[src/hw/rtl/sshdf_pkg.sv]
// ----------------------------------------------------------------------------
// sshdf_pkg
// shared types and constants for the ssh packet deframer
// ----------------------------------------------------------------------------
package sshdf_pkg;

   // result kinds
   localparam logic [1:0] KindData   = 2'd0;
   localparam logic [1:0] KindDone   = 2'd1;
   localparam logic [1:0] KindLenErr = 2'd2;
   localparam logic [1:0] KindPadErr = 2'd3;

   // configuration register indexes
   localparam logic CsrMaxPacketLen = 1'b0;
   localparam logic CsrMinPadding   = 1'b1;

   // smallest legal packet length field
   localparam logic [31:0] MinPacketLen = 32'd5;

   // configuration reset values
   localparam logic [20:0] MaxPacketLenReset = 21'd35000;
   localparam logic [7:0]  MinPaddingReset   = 8'd4;

   typedef struct packed {
      logic [20:0] max_packet_len;
      logic [7:0]  min_padding;
   } cfg_type;

   typedef struct packed {
      logic        valid;
      logic [1:0]  kind;
      logic [7:0]  payload_byte;
      logic        last_payload;
      logic [31:0] length_field;
      logic [7:0]  pad_field;
      logic [31:0] seq_count;
   } rsp_type;

endpackage

[src/hw/rtl/ssh_packet_deframer_core.sv]
// ----------------------------------------------------------------------------
// ssh_packet_deframer_core
// receive-side ssh binary packet deframer, one byte per cycle
// ----------------------------------------------------------------------------
// Takes one received byte per word on the req channel and returns at most one
// result word per byte on the rsp channel: a payload byte, a packet-complete
// notice, a length error or a padding error. Throughput is one byte per cycle
// sustained; a byte is held in an input register, goes through a single state
// update step of the framing state machine, and its result lands in an output
// register, from which it is presented on rsp. Bytes that produce no result
// (header, padding length, padding, skipped body) still take one state update
// step each. The input register keeps taking bytes while a result waits in the
// output register, and stalls only when both are full and rsp is held off.
// Configuration (max packet length, min padding) is written through the csr
// channel, which is always ready, and must only change while idle.
// ----------------------------------------------------------------------------
module ssh_packet_deframer_core (
   input  logic        clock,
   input  logic        reset,

   // received byte stream
   input  logic        req_valid,
   output logic        req_ready,
   input  logic [7:0]  req_rx_byte,

   // deframed results
   output logic        rsp_valid,
   input  logic        rsp_ready,
   output logic [1:0]  rsp_kind,
   output logic [7:0]  rsp_payload_byte,
   output logic        rsp_last_payload,
   output logic [31:0] rsp_packet_len_out,
   output logic [7:0]  rsp_padding_len_out,
   output logic [31:0] rsp_seq_count,

   // configuration writes
   input  logic        csr_valid,
   output logic        csr_ready,
   input  logic        csr_index,
   input  logic [20:0] csr_wdata
);

   sshdf_pkg::cfg_type cfg;
   sshdf_pkg::rsp_type step_result;
   sshdf_pkg::rsp_type rsp_ff;

   logic       in_valid_ff;
   logic [7:0] in_byte_ff;
   logic       advance;

   // config registers, writes are always taken
   assign csr_ready = 1'b1;

   sshdf_csr u_csr (
      .clock     (clock),
      .reset     (reset),
      .csr_valid (csr_valid),
      .csr_index (csr_index),
      .csr_wdata (csr_wdata),
      .cfg       (cfg)
   );

   // held byte moves through the state machine when the output slot is free or its result is being taken
   assign advance   = in_valid_ff && (!rsp_ff.valid || rsp_ready);
   assign req_ready = !in_valid_ff || advance;

   // input register
   always_ff @(posedge clock) begin
      if (reset) begin
         in_valid_ff <= 1'b0;
      end else if (req_valid && req_ready) begin
         in_valid_ff <= 1'b1;
      end else if (advance) begin
         in_valid_ff <= 1'b0;
      end
   end

   always_ff @(posedge clock) begin
      if (req_valid && req_ready) begin
         in_byte_ff <= req_rx_byte;
      end
   end

   // framing state machine
   sshdf_parser u_parser (
      .clock   (clock),
      .reset   (reset),
      .step    (advance),
      .rx_byte (in_byte_ff),
      .cfg     (cfg),
      .result  (step_result)
   );

   // output register, only the valid bit is reset
   always_ff @(posedge clock) begin
      if (reset) begin
         rsp_ff.valid <= 1'b0;
      end else if (advance) begin
         rsp_ff.valid <= step_result.valid;
      end else if (rsp_ready) begin
         rsp_ff.valid <= 1'b0;
      end
      if (advance && step_result.valid) begin
         rsp_ff.kind         <= step_result.kind;
         rsp_ff.payload_byte <= step_result.payload_byte;
         rsp_ff.last_payload <= step_result.last_payload;
         rsp_ff.length_field <= step_result.length_field;
         rsp_ff.pad_field    <= step_result.pad_field;
         rsp_ff.seq_count    <= step_result.seq_count;
      end
   end

   assign rsp_valid           = rsp_ff.valid;
   assign rsp_kind            = rsp_ff.kind;
   assign rsp_payload_byte    = rsp_ff.payload_byte;
   assign rsp_last_payload    = rsp_ff.last_payload;
   assign rsp_packet_len_out  = rsp_ff.length_field;
   assign rsp_padding_len_out = rsp_ff.pad_field;
   assign rsp_seq_count       = rsp_ff.seq_count;

   // a held byte that cannot move keeps its value
   a_in_hold: assert property (@(posedge clock) disable iff (reset)
      in_valid_ff && !advance |=> in_valid_ff && $stable(in_byte_ff))
      else $error("held byte lost or changed");

   // a waiting result is never overwritten by a new step
   a_no_overwrite: assert property (@(posedge clock) disable iff (reset)
      rsp_ff.valid && !rsp_ready |-> !advance)
      else $error("state stepped while result stalled");

   // only payload words carry data bits
   a_data_zero: assert property (@(posedge clock) disable iff (reset)
      rsp_valid && (rsp_kind != sshdf_pkg::KindData)
      |-> (rsp_payload_byte == 8'd0) && !rsp_last_payload)
      else $error("data bits on a non-payload result");

   // payload words carry no lengths
   a_data_len: assert property (@(posedge clock) disable iff (reset)
      rsp_valid && (rsp_kind == sshdf_pkg::KindData)
      |-> (rsp_packet_len_out == 32'd0) && (rsp_padding_len_out == 8'd0))
      else $error("lengths on a payload result");

endmodule

[src/hw/rtl/sshdf_csr.sv]
// ----------------------------------------------------------------------------
// sshdf_csr
// configuration registers of the deframer
// ----------------------------------------------------------------------------
module sshdf_csr (
   input  logic             clock,
   input  logic             reset,
   input  logic             csr_valid,
   input  logic             csr_index,
   input  logic [20:0]      csr_wdata,
   output sshdf_pkg::cfg_type cfg
);

   logic [20:0] max_packet_len_ff;
   logic [7:0]  min_padding_ff;

   always_ff @(posedge clock) begin
      if (reset) begin
         max_packet_len_ff <= sshdf_pkg::MaxPacketLenReset;
         min_padding_ff    <= sshdf_pkg::MinPaddingReset;
      end else if (csr_valid) begin
         unique case (csr_index)
            sshdf_pkg::CsrMaxPacketLen: max_packet_len_ff <= csr_wdata;
            sshdf_pkg::CsrMinPadding:   min_padding_ff    <= csr_wdata[7:0];
            default: ;
         endcase
      end
   end

   assign cfg.max_packet_len = max_packet_len_ff;
   assign cfg.min_padding    = min_padding_ff;

endmodule

[src/hw/rtl/sshdf_parser.sv]
// ----------------------------------------------------------------------------
// sshdf_parser
// framing state machine: one received byte per step, at most one result
// ----------------------------------------------------------------------------
module sshdf_parser (
   input  logic               clock,
   input  logic               reset,
   input  logic               step,
   input  logic [7:0]         rx_byte,
   input  sshdf_pkg::cfg_type cfg,
   output sshdf_pkg::rsp_type result
);

   typedef enum logic [2:0] {
      PH_LEN,
      PH_PADLEN,
      PH_PAYLOAD,
      PH_PADDING,
      PH_SKIP
   } phase_type;

   phase_type   phase_ff, phase_in;
   logic [1:0]  header_index_ff, header_index_in;
   logic [31:0] length_word_ff, length_word_in;
   logic [7:0]  pad_byte_ff, pad_byte_in;
   logic [31:0] bytes_left_ff, bytes_left_in;
   logic [31:0] payload_left_ff, payload_left_in;
   logic [31:0] seq_counter_ff, seq_counter_in;

   logic [31:0] length_shift;
   logic [31:0] payload_rem;
   logic [31:0] rx_wide;
   logic        last_byte;

   assign length_shift = {length_word_ff[23:0], rx_byte};
   assign rx_wide      = {24'd0, rx_byte};
   assign payload_rem  = length_word_ff - 32'd1 - rx_wide;
   assign last_byte    = (payload_left_ff <= 32'd1);

   always_comb begin
      phase_in        = phase_ff;
      header_index_in = header_index_ff;
      length_word_in  = length_word_ff;
      pad_byte_in     = pad_byte_ff;
      bytes_left_in   = bytes_left_ff;
      payload_left_in = payload_left_ff;
      seq_counter_in  = seq_counter_ff;
      result          = '0;

      unique case (phase_ff)
         PH_PADLEN: begin
            pad_byte_in = rx_byte;
            if ((rx_byte < cfg.min_padding) || (rx_wide >= length_word_ff)) begin
               bytes_left_in       = length_word_ff - 32'd1;
               phase_in            = (length_word_ff == 32'd1) ? PH_LEN : PH_SKIP;
               result.valid        = 1'b1;
               result.kind         = sshdf_pkg::KindPadErr;
               result.length_field = length_word_ff;
               result.pad_field    = rx_byte;
            end else begin
               payload_left_in = payload_rem;
               bytes_left_in   = rx_wide;
               phase_in        = (payload_rem != 32'd0) ? PH_PAYLOAD : PH_PADDING;
            end
         end

         PH_PAYLOAD: begin
            payload_left_in = last_byte ? 32'd0 : (payload_left_ff - 32'd1);
            if (last_byte) begin
               if (bytes_left_ff == 32'd0) begin
                  // zero padding: the last payload byte closes the packet
                  seq_counter_in = seq_counter_ff + 32'd1;
                  phase_in       = PH_LEN;
               end else begin
                  phase_in = PH_PADDING;
               end
            end
            result.valid        = 1'b1;
            result.kind         = sshdf_pkg::KindData;
            result.payload_byte = rx_byte;
            result.last_payload = last_byte;
         end

         PH_PADDING: begin
            if (bytes_left_ff <= 32'd1) begin
               bytes_left_in       = 32'd0;
               seq_counter_in      = seq_counter_ff + 32'd1;
               phase_in            = PH_LEN;
               result.valid        = 1'b1;
               result.kind         = sshdf_pkg::KindDone;
               result.length_field = length_word_ff;
               result.pad_field    = pad_byte_ff;
            end else begin
               bytes_left_in = bytes_left_ff - 32'd1;
            end
         end

         PH_SKIP: begin
            if (bytes_left_ff <= 32'd1) begin
               bytes_left_in = 32'd0;
               phase_in      = PH_LEN;
            end else begin
               bytes_left_in = bytes_left_ff - 32'd1;
            end
         end

         default: begin
            // header bytes, big-endian
            length_word_in = length_shift;
            if (header_index_ff != 2'd3) begin
               header_index_in = header_index_ff + 2'd1;
               phase_in        = PH_LEN;
            end else begin
               header_index_in = 2'd0;
               if ((length_shift < sshdf_pkg::MinPacketLen) ||
                   (length_shift > {11'd0, cfg.max_packet_len})) begin
                  phase_in            = PH_LEN;
                  result.valid        = 1'b1;
                  result.kind         = sshdf_pkg::KindLenErr;
                  result.length_field = length_shift;
               end else begin
                  phase_in = PH_PADLEN;
               end
            end
         end
      endcase

      result.seq_count = seq_counter_in;
   end

   always_ff @(posedge clock) begin
      if (reset) begin
         phase_ff        <= PH_LEN;
         header_index_ff <= 2'd0;
         length_word_ff  <= 32'd0;
         pad_byte_ff     <= 8'd0;
         bytes_left_ff   <= 32'd0;
         payload_left_ff <= 32'd0;
         seq_counter_ff  <= 32'd0;
      end else if (step) begin
         phase_ff        <= phase_in;
         header_index_ff <= header_index_in;
         length_word_ff  <= length_word_in;
         pad_byte_ff     <= pad_byte_in;
         bytes_left_ff   <= bytes_left_in;
         payload_left_ff <= payload_left_in;
         seq_counter_ff  <= seq_counter_in;
      end
   end

   // counter moves only on a step, and then by one at most
   a_seq_hold: assert property (@(posedge clock) disable iff (reset)
      !step |=> $stable(seq_counter_ff))
      else $error("sequence counter moved without a step");

   a_seq_inc: assert property (@(posedge clock) disable iff (reset)
      step |=> (seq_counter_ff == $past(seq_counter_ff)) ||
               (seq_counter_ff == $past(seq_counter_ff) + 32'd1))
      else $error("sequence counter jumped");

   // a completion only ever comes from the padding phase
   a_done_phase: assert property (@(posedge clock) disable iff (reset)
      result.valid && (result.kind == sshdf_pkg::KindDone) |-> phase_ff == PH_PADDING)
      else $error("completion outside padding");

   // header position stays at zero outside the header phase
   a_hdr_idx: assert property (@(posedge clock) disable iff (reset)
      (phase_ff == PH_PAYLOAD) || (phase_ff == PH_PADDING) || (phase_ff == PH_SKIP)
      |-> header_index_ff == 2'd0)
      else $error("header index left over in body");

endmodule
[config.mk]
export PLATFORM = sky130hd
export DESIGN_NAME = ssh_packet_deframer_core
export DESIGN_NICKNAME = d
export VERILOG_FILES = /design/src/hw/rtl/sshdf_pkg.sv /design/src/hw/rtl/ssh_packet_deframer_core.sv /design/src/hw/rtl/sshdf_csr.sv /design/src/hw/rtl/sshdf_parser.sv
export SDC_FILE = /design/constraint.sdc
export NUM_CORES = 1
export LEC_CHECK = 0
export BUFFER_PORTS_ARGS = -buffer_cell sky130_fd_sc_hd__buf_2
export CORE_MARGIN = 5
export CORE_UTILIZATION = 60
export DETAILED_ROUTE_END_ITERATION = 6
export GPL_ROUTABILITY_DRIVEN = 0
export GPL_TIMING_DRIVEN = 0
export PLACE_DENSITY = 0.78
export SYNTH_ARGS = -nofsm -noshare
export SYNTH_HDL_FRONTEND = slang
export SYNTH_SLANG_ARGS = --single-unit
[constraint.sdc]
create_clock -name clock -period 14.9 [get_ports clock]
set_input_delay 2.98 -clock clock [delete_from_list [all_inputs] [get_ports clock]]
set_output_delay 2.98 -clock clock [all_outputs]
set_load 0.05 [all_outputs]
==> reports/metrics.cfg, run 1 <==
[run_status]
outcome = finished clean

[routing]
first_pass_iters = 6
wl_um = 45500
route.detailed.drc = 0
drtIter0Drc = 1902
num_vias = 14300
viasPerCell = 6.35
wl_per_cell_um = 20.2
ant_nets = 0

[layout]
num-fill-cells = 1964
final_cell_mix = 229 x nand2_1, 181 x nor2_1, 172 x dfxtp_1
final_common_cell = nand2_1
syn_to_final_growth_pct = 13.2
diodes = 0
fin_nets = 1994
finalNonFillerCells = 2253
multi_input_area_mm2 = 0.00798
regArea_mm2 = 0.00618
drive_gt1_frac = 0.126

[yosys]
netlist_instances = 1754
ys_types = 96
synth_edf_count = 91
synth_area_mm2 = 0.0150
postSynth.asyncResetShare = 0
seq_area_frac_synth = 0.413
syn_area_per_cell_um2 = 8.53
synth_nets = 1842
yosys_warnings = 0
synthFlopType = dfxtp_1
synth-seq-cells = 263

[grt]
grt_pass1_wl_um = 71400
grt_max_degree = 39
grt_usage = 0.308
grt_pass1_vias = 13300
grt_antenna_before_repair = 0
grt-ovfl-total = 0

[sta]
finalHoldViolCount = 0
tns_ns = 0
rsz0062_at_grt = false
setup_violations = 0
max_clock_freq_ghz = 0.150
min_period_over_period = 0.446
worstMarginPinSlew_ns = 1.16
period_needed_ns = 6.65
slew_headroom = 0.223
clock_skew_ns = 0.0147
slew_viol_final = 0

[floorplan]
core_mm2 = 0.0245
dieArea_mm2 = 0.0282
num_io_pins = 121
start_util = 0.611
num_rows = 57
die_h_um = 168
dieWidth_um = 168

[setup_path]
cpMostUsedCell = buf_2
reg2reg_depth = 13
crit_end = req_ready
crit_path_max_fanout = 4
reg2reg_to = rsp_seq_count[3]
critical_path.max_stage_delay_ns = 0.27
worstSetupPathType = primary input to output pin
cp-end-kind = output pin
critPathLaunch = rsp_ready
slowest_stage = nor2b_1
arrival_ns = 3.67
cp.required_ns = 11.92
rrSetupSlack_ns = 9.64
cp_cell_sequence = buf_2 -> nor2b_1 -> nand2_1 -> buf_2
rr_startpoint = u_parser.length_word_ff[0]
start_kind = primary input

[placed_design]
dpl.hpwl_um = 33000
port_buffers = 119
dp.cells = 2199

[clocking]
postCtsSetupBuffers = 0
clk_latency_ns = 0.56
hold_buffers = 0
cts_num_sinks = 263
clkSlewWorstSetupHoldPaths_ns = 0.07
cts_made_buffers = 29
cts-root-buf = clkbuf_16
cts_max_path_buffers = 3
cts_resized = 0
cts_max_level = 1
cts_tree = yes

[power_and_ir_drop]
ir_drop_v = 0.0000998
p_clk_frac = 0.405
p_int_mw = 1.25
p_sw_frac = 0.283
leakagePower_nw = 6.82
p_seq_frac = 0.434
power-per-cell-area_mw_per_mm2 = 103
finalPower_mw = 1.74
switching_power_uw = 493
p_comb_frac = 0.161

[run]
drv_cap = 0

[worst_hold_path]
hold_class = flop to flop

## final cells by class
type,instances,share of cell area
well taps,324,0.0239
plain buffers,107,0.0332
repair buffers,121,0.0375
multi-input cells,1319,0.471
flip-flops and latches,263,0.365
inverters,65,0.0144
clock buffers,36,0.0456
clock inverters,18,0.00945
## power by group through the flow
stage / clock network (mW) / logic, mW / registers (mW)
global route: 0.743 / 0.297 / 0.755
global placement: 0 / 0.264 / 0.770
floorplan: 0 / 0.189 / 0.766
CTS: 0.709 / 0.270 / 0.754
detailed placement: 0 / 0.268 / 0.770
finish: 0.706 / 0.280 / 0.755
## synthesized netlist by cell type, types with 10 or more instances
cell type,count,area share
or2_2,10,0.0042
dfxtp_1,172,0.23
nand3_1,53,0.018
xnor2_1,59,0.035
inv_1,65,0.016
a21oi_1,151,0.051
clkbuf_8,11,0.010
a21o_1,16,0.0080
nand4_1,20,0.0084
a211oi_1,15,0.0075
xor2_1,53,0.031
clkbuf_1,79,0.020
nor2_1,182,0.046
or3_1,31,0.013
nor3_1,49,0.016
nand2_1,229,0.057
nand2b_1,10,0.0042
nor4_1,32,0.013
nor2b_1,13,0.0054
o22ai_1,22,0.0092
a22oi_1,21,0.011
edfxtp_1,91,0.18
a22o_1,38,0.022
and3_1,10,0.0042
o21ai_0,94,0.031
ha_1,52,0.043
## kinds of logic after synthesis
group | count (synthesis) | synth area share
compound gates | 444 | 0.192
xor+xnor | 112 | 0.0656
fa+ha+maj | 53 | 0.0448
buf+inv | 172 | 0.0539
flops | 263 | 0.413
mux | 1 | 0.000753
other cells | 1 | 0.000251
simple gates | 708 | 0.230
## sequential cells by signal (all words and copies together) (netlist names), 8 cells and up
register                  cells
u_parser.seq_counter_ff      32
u_csr.min_padding_ff          8
rsp_packet_len_out           32
u_parser.payload_left_ff     32
rsp_padding_len_out           8
u_csr.max_packet_len_ff      21
u_parser.pad_byte_ff          8
u_parser.length_word_ff      32
rsp_payload_byte              8
rsp_seq_count                32
in_byte_ff                    8
u_parser.bytes_left_ff       32
## worst max-delay path, delay by kind of cell
kind | cells | cell delay [ns]
buffers and inverters | 2 | 0.32
AND/OR/NAND/NOR | 2 | 0.37
## layer usage
metal | wire (um) | track usage | up-vias | part of all wire
met4 | 2300 | 0.134 | 0 | 0.050
li1 | - | - | 6603 | -
met3 | 4720 | 0.0504 | 165 | 0.10
met5 | 0 | 0 | - | 0
met2 | 20500 | 0.494 | 820 | 0.45
met1 | 18000 | 0.415 | 6728 | 0.40
## metrics by stage
step	setup WS (ns)	hold WS (ns)	utilization	cell area, um2
after detailed placement	8.23	0.448	0.654	16000
after CTS	8.23	0.456	0.692	16900
after floorplan	7.61	0.435	-	15000
final	8.25	0.455	0.692	16900
after global routing	8.16	0.478	0.692	16900
after global placement	5.71	0.442	0.652	16000
## worst min path at each step
stage	startpoint	endpoint	slack, ns	cells past startpoint
global route	u_parser.pad_byte_ff[2]	u_parser.pad_byte_ff[2]	0.48	2
finish	u_parser.pad_byte_ff[5]	u_parser.pad_byte_ff[5]	0.46	2
global placement	u_parser.pad_byte_ff[4]	u_parser.pad_byte_ff[4]	0.44	2
detailed placement	u_parser.pad_byte_ff[6]	u_parser.pad_byte_ff[6]	0.45	2
floorplan	u_csr.min_padding_ff[2]	u_csr.min_padding_ff[2]	0.44	1
CTS	u_parser.pad_byte_ff[2]	u_parser.pad_byte_ff[2]	0.46	2
No activity file was read; power rests on OpenSTA's default activity.
==> run 2: changes to the inputs <==
- clock period: 14.9 -> 6.2 ns (I/O delays scaled with it)
==> run 2 against run 1 <==
  * Cell count unchanged
  * Combinational power increased by 140%
  * First-iteration DRC count is 3.7% lower
  * Flip-flop and latch count unchanged
  * Sequential share of layout area is 0.13 points lower
  * Clock power increased to 2.5 times the previous value
  * Critical path depth grew 9
  * Sequential power rose by 140%
==> reports/metrics.cfg, run 2 (synthesis gave the netlist of run 1 again) <==
[power_and_ir_drop]
ir_drop_v = 0.000235
p_sw_frac = 0.282
switching_power_mw = 1.21
power-per-cell-area_mw_per_mm2 = 252
p_int_mw = 3.08
p_comb_frac = 0.159
leakagePower_nw = 6.86
p_clk_frac = 0.419
p_seq_frac = 0.423

[grt]
grt-ovfl-total = 0
grt_usage = 0.313
grt_pass1_vias = 13500
grt_antenna_before_repair = 0
grt_pass1_wl_um = 72500
grt_max_degree = 40

[layout]
final_common_cell = nand2_1
num-fill-cells = 1941
regArea_mm2 = 0.00618
syn_to_final_growth_pct = 13.6
multi_input_area_mm2 = 0.00798
final_cell_mix = 229 x nand2_1, 181 x nor2_1, 172 x dfxtp_1
drive_gt1_frac = 0.128
diodes = 0
finalNonFillerCells = 2253
fin_nets = 1994

[routing]
num_vias = 14400
route.detailed.drc = 0
drtIter0Drc = 1831
wl_per_cell_um = 20.5
ant_nets = 0
wl_um = 46200
first_pass_iters = 6
viasPerCell = 6.41

[floorplan]
dieArea_mm2 = 0.0282
num_rows = 57
dieWidth_um = 168
die_h_um = 168
num_io_pins = 121
start_util = 0.611
core_mm2 = 0.0245

[setup_path]
cp.required_ns = 6.46
crit_path_max_fanout = 39
cp-end-kind = flop
worstSetupPathType = flop to flop
start_kind = flop
arrival_ns = 5.48

[placed_design]
dp.cells = 2199
dpl.hpwl_um = 33100
port_buffers = 119

[clocking]
cts_made_buffers = 29
cts_max_level = 1
postCtsSetupBuffers = 0
cts-root-buf = clkbuf_16
clk_latency_ns = 0.58
cts_tree = yes
cts_resized = 0
cts_num_sinks = 263
cts_max_path_buffers = 3
clkSlewWorstSetupHoldPaths_ns = 0.06
hold_buffers = 0

[run]
drv_cap = 0

[sta]
tns_ns = 0
rsz0062_at_grt = false
slew_headroom = 0.217
setup_violations = 0
max_clock_freq_ghz = 0.192
clock_skew_ns = 0.0149
finalHoldViolCount = 0
slew_viol_final = 0
min_period_over_period = 0.842
period_needed_ns = 5.22
worstMarginPinSlew_ns = 1.17

[worst_hold_path]
hold_class = flop to flop

[run_status]
outcome = finished clean

[run 2: cell type report]
class,instances,area share
plain buffers,107,0.0330
clock buffers,33,0.0448
clock inverters,21,0.0136
inverters,65,0.0144
multi-input cells,1319,0.470
flip-flops and latches,263,0.363
well taps,324,0.0238
repair buffers,121,0.0374
[run 2: path summary, 6_finish.rpt]
path / end / slack [ns] / cells after the start / start
hold reg to reg: u_parser.pad_byte_ff[1] / 0.46 / 2 / u_parser.pad_byte_ff[1]
setup / recovery: rsp_seq_count[4] / 0.98 / 13 / u_parser.length_word_ff[0]
hold / removal: u_parser.pad_byte_ff[1] / 0.46 / 2 / u_parser.pad_byte_ff[1]
setup reg to reg: rsp_seq_count[4] / 0.98 / 13 / u_parser.length_word_ff[0]
[run 2: worst max-delay path: stages, from the launching register on]
cell and delay [ns]:
dfxtp_1 0.38, buf_2 0.22, inv_1 0.07, ha_1 0.30, nor3b_1 0.68, nand4_1 0.43, nor2_1 0.50, and4_1 0.27
a21oi_1 0.06, nor2_1 0.56, clkbuf_1 0.52, nor3_1 0.18, nor2_4 0.41, buf_12 0.28
[run 2: power groups by stage]
stage	combinational [mW]	clock (mW)	sequential [mW]
2_1_floorplan	0.454	0	1.84
5_1_grt	0.725	1.88	1.81
4_1_cts	0.652	1.80	1.81
6_report	0.681	1.80	1.81
3_3_place_gp	0.634	0	1.85
3_5_place_dp	0.645	0	1.85
[run 2: metrics by stage]
step / hold slack, ns / util / setup slack, ns / cell area (um2) / total power, mW
floorplan: 0.435 / - / 0.887 / 15000 / 2.29
global placement: 0.442 / 0.652 / -0.978 / 16000 / 2.48
detailed placement: 0.447 / 0.654 / 1.32 / 16000 / 2.49
CTS: 0.456 / 0.695 / 1.29 / 17000 / 4.27
global route: 0.478 / 0.695 / 0.819 / 17000 / 4.42
finish: 0.456 / 0.695 / 0.979 / 17000 / 4.29
[run 2: per-layer routing]
metal  vias to the layer above  global-route usage  part of all wire
met5                         -                   0                 0
met4                         0               0.132             0.049
met3                       182              0.0654              0.10
met2                       914               0.504              0.45
met1                      6736               0.412              0.40
li1                       6607                   -                 -
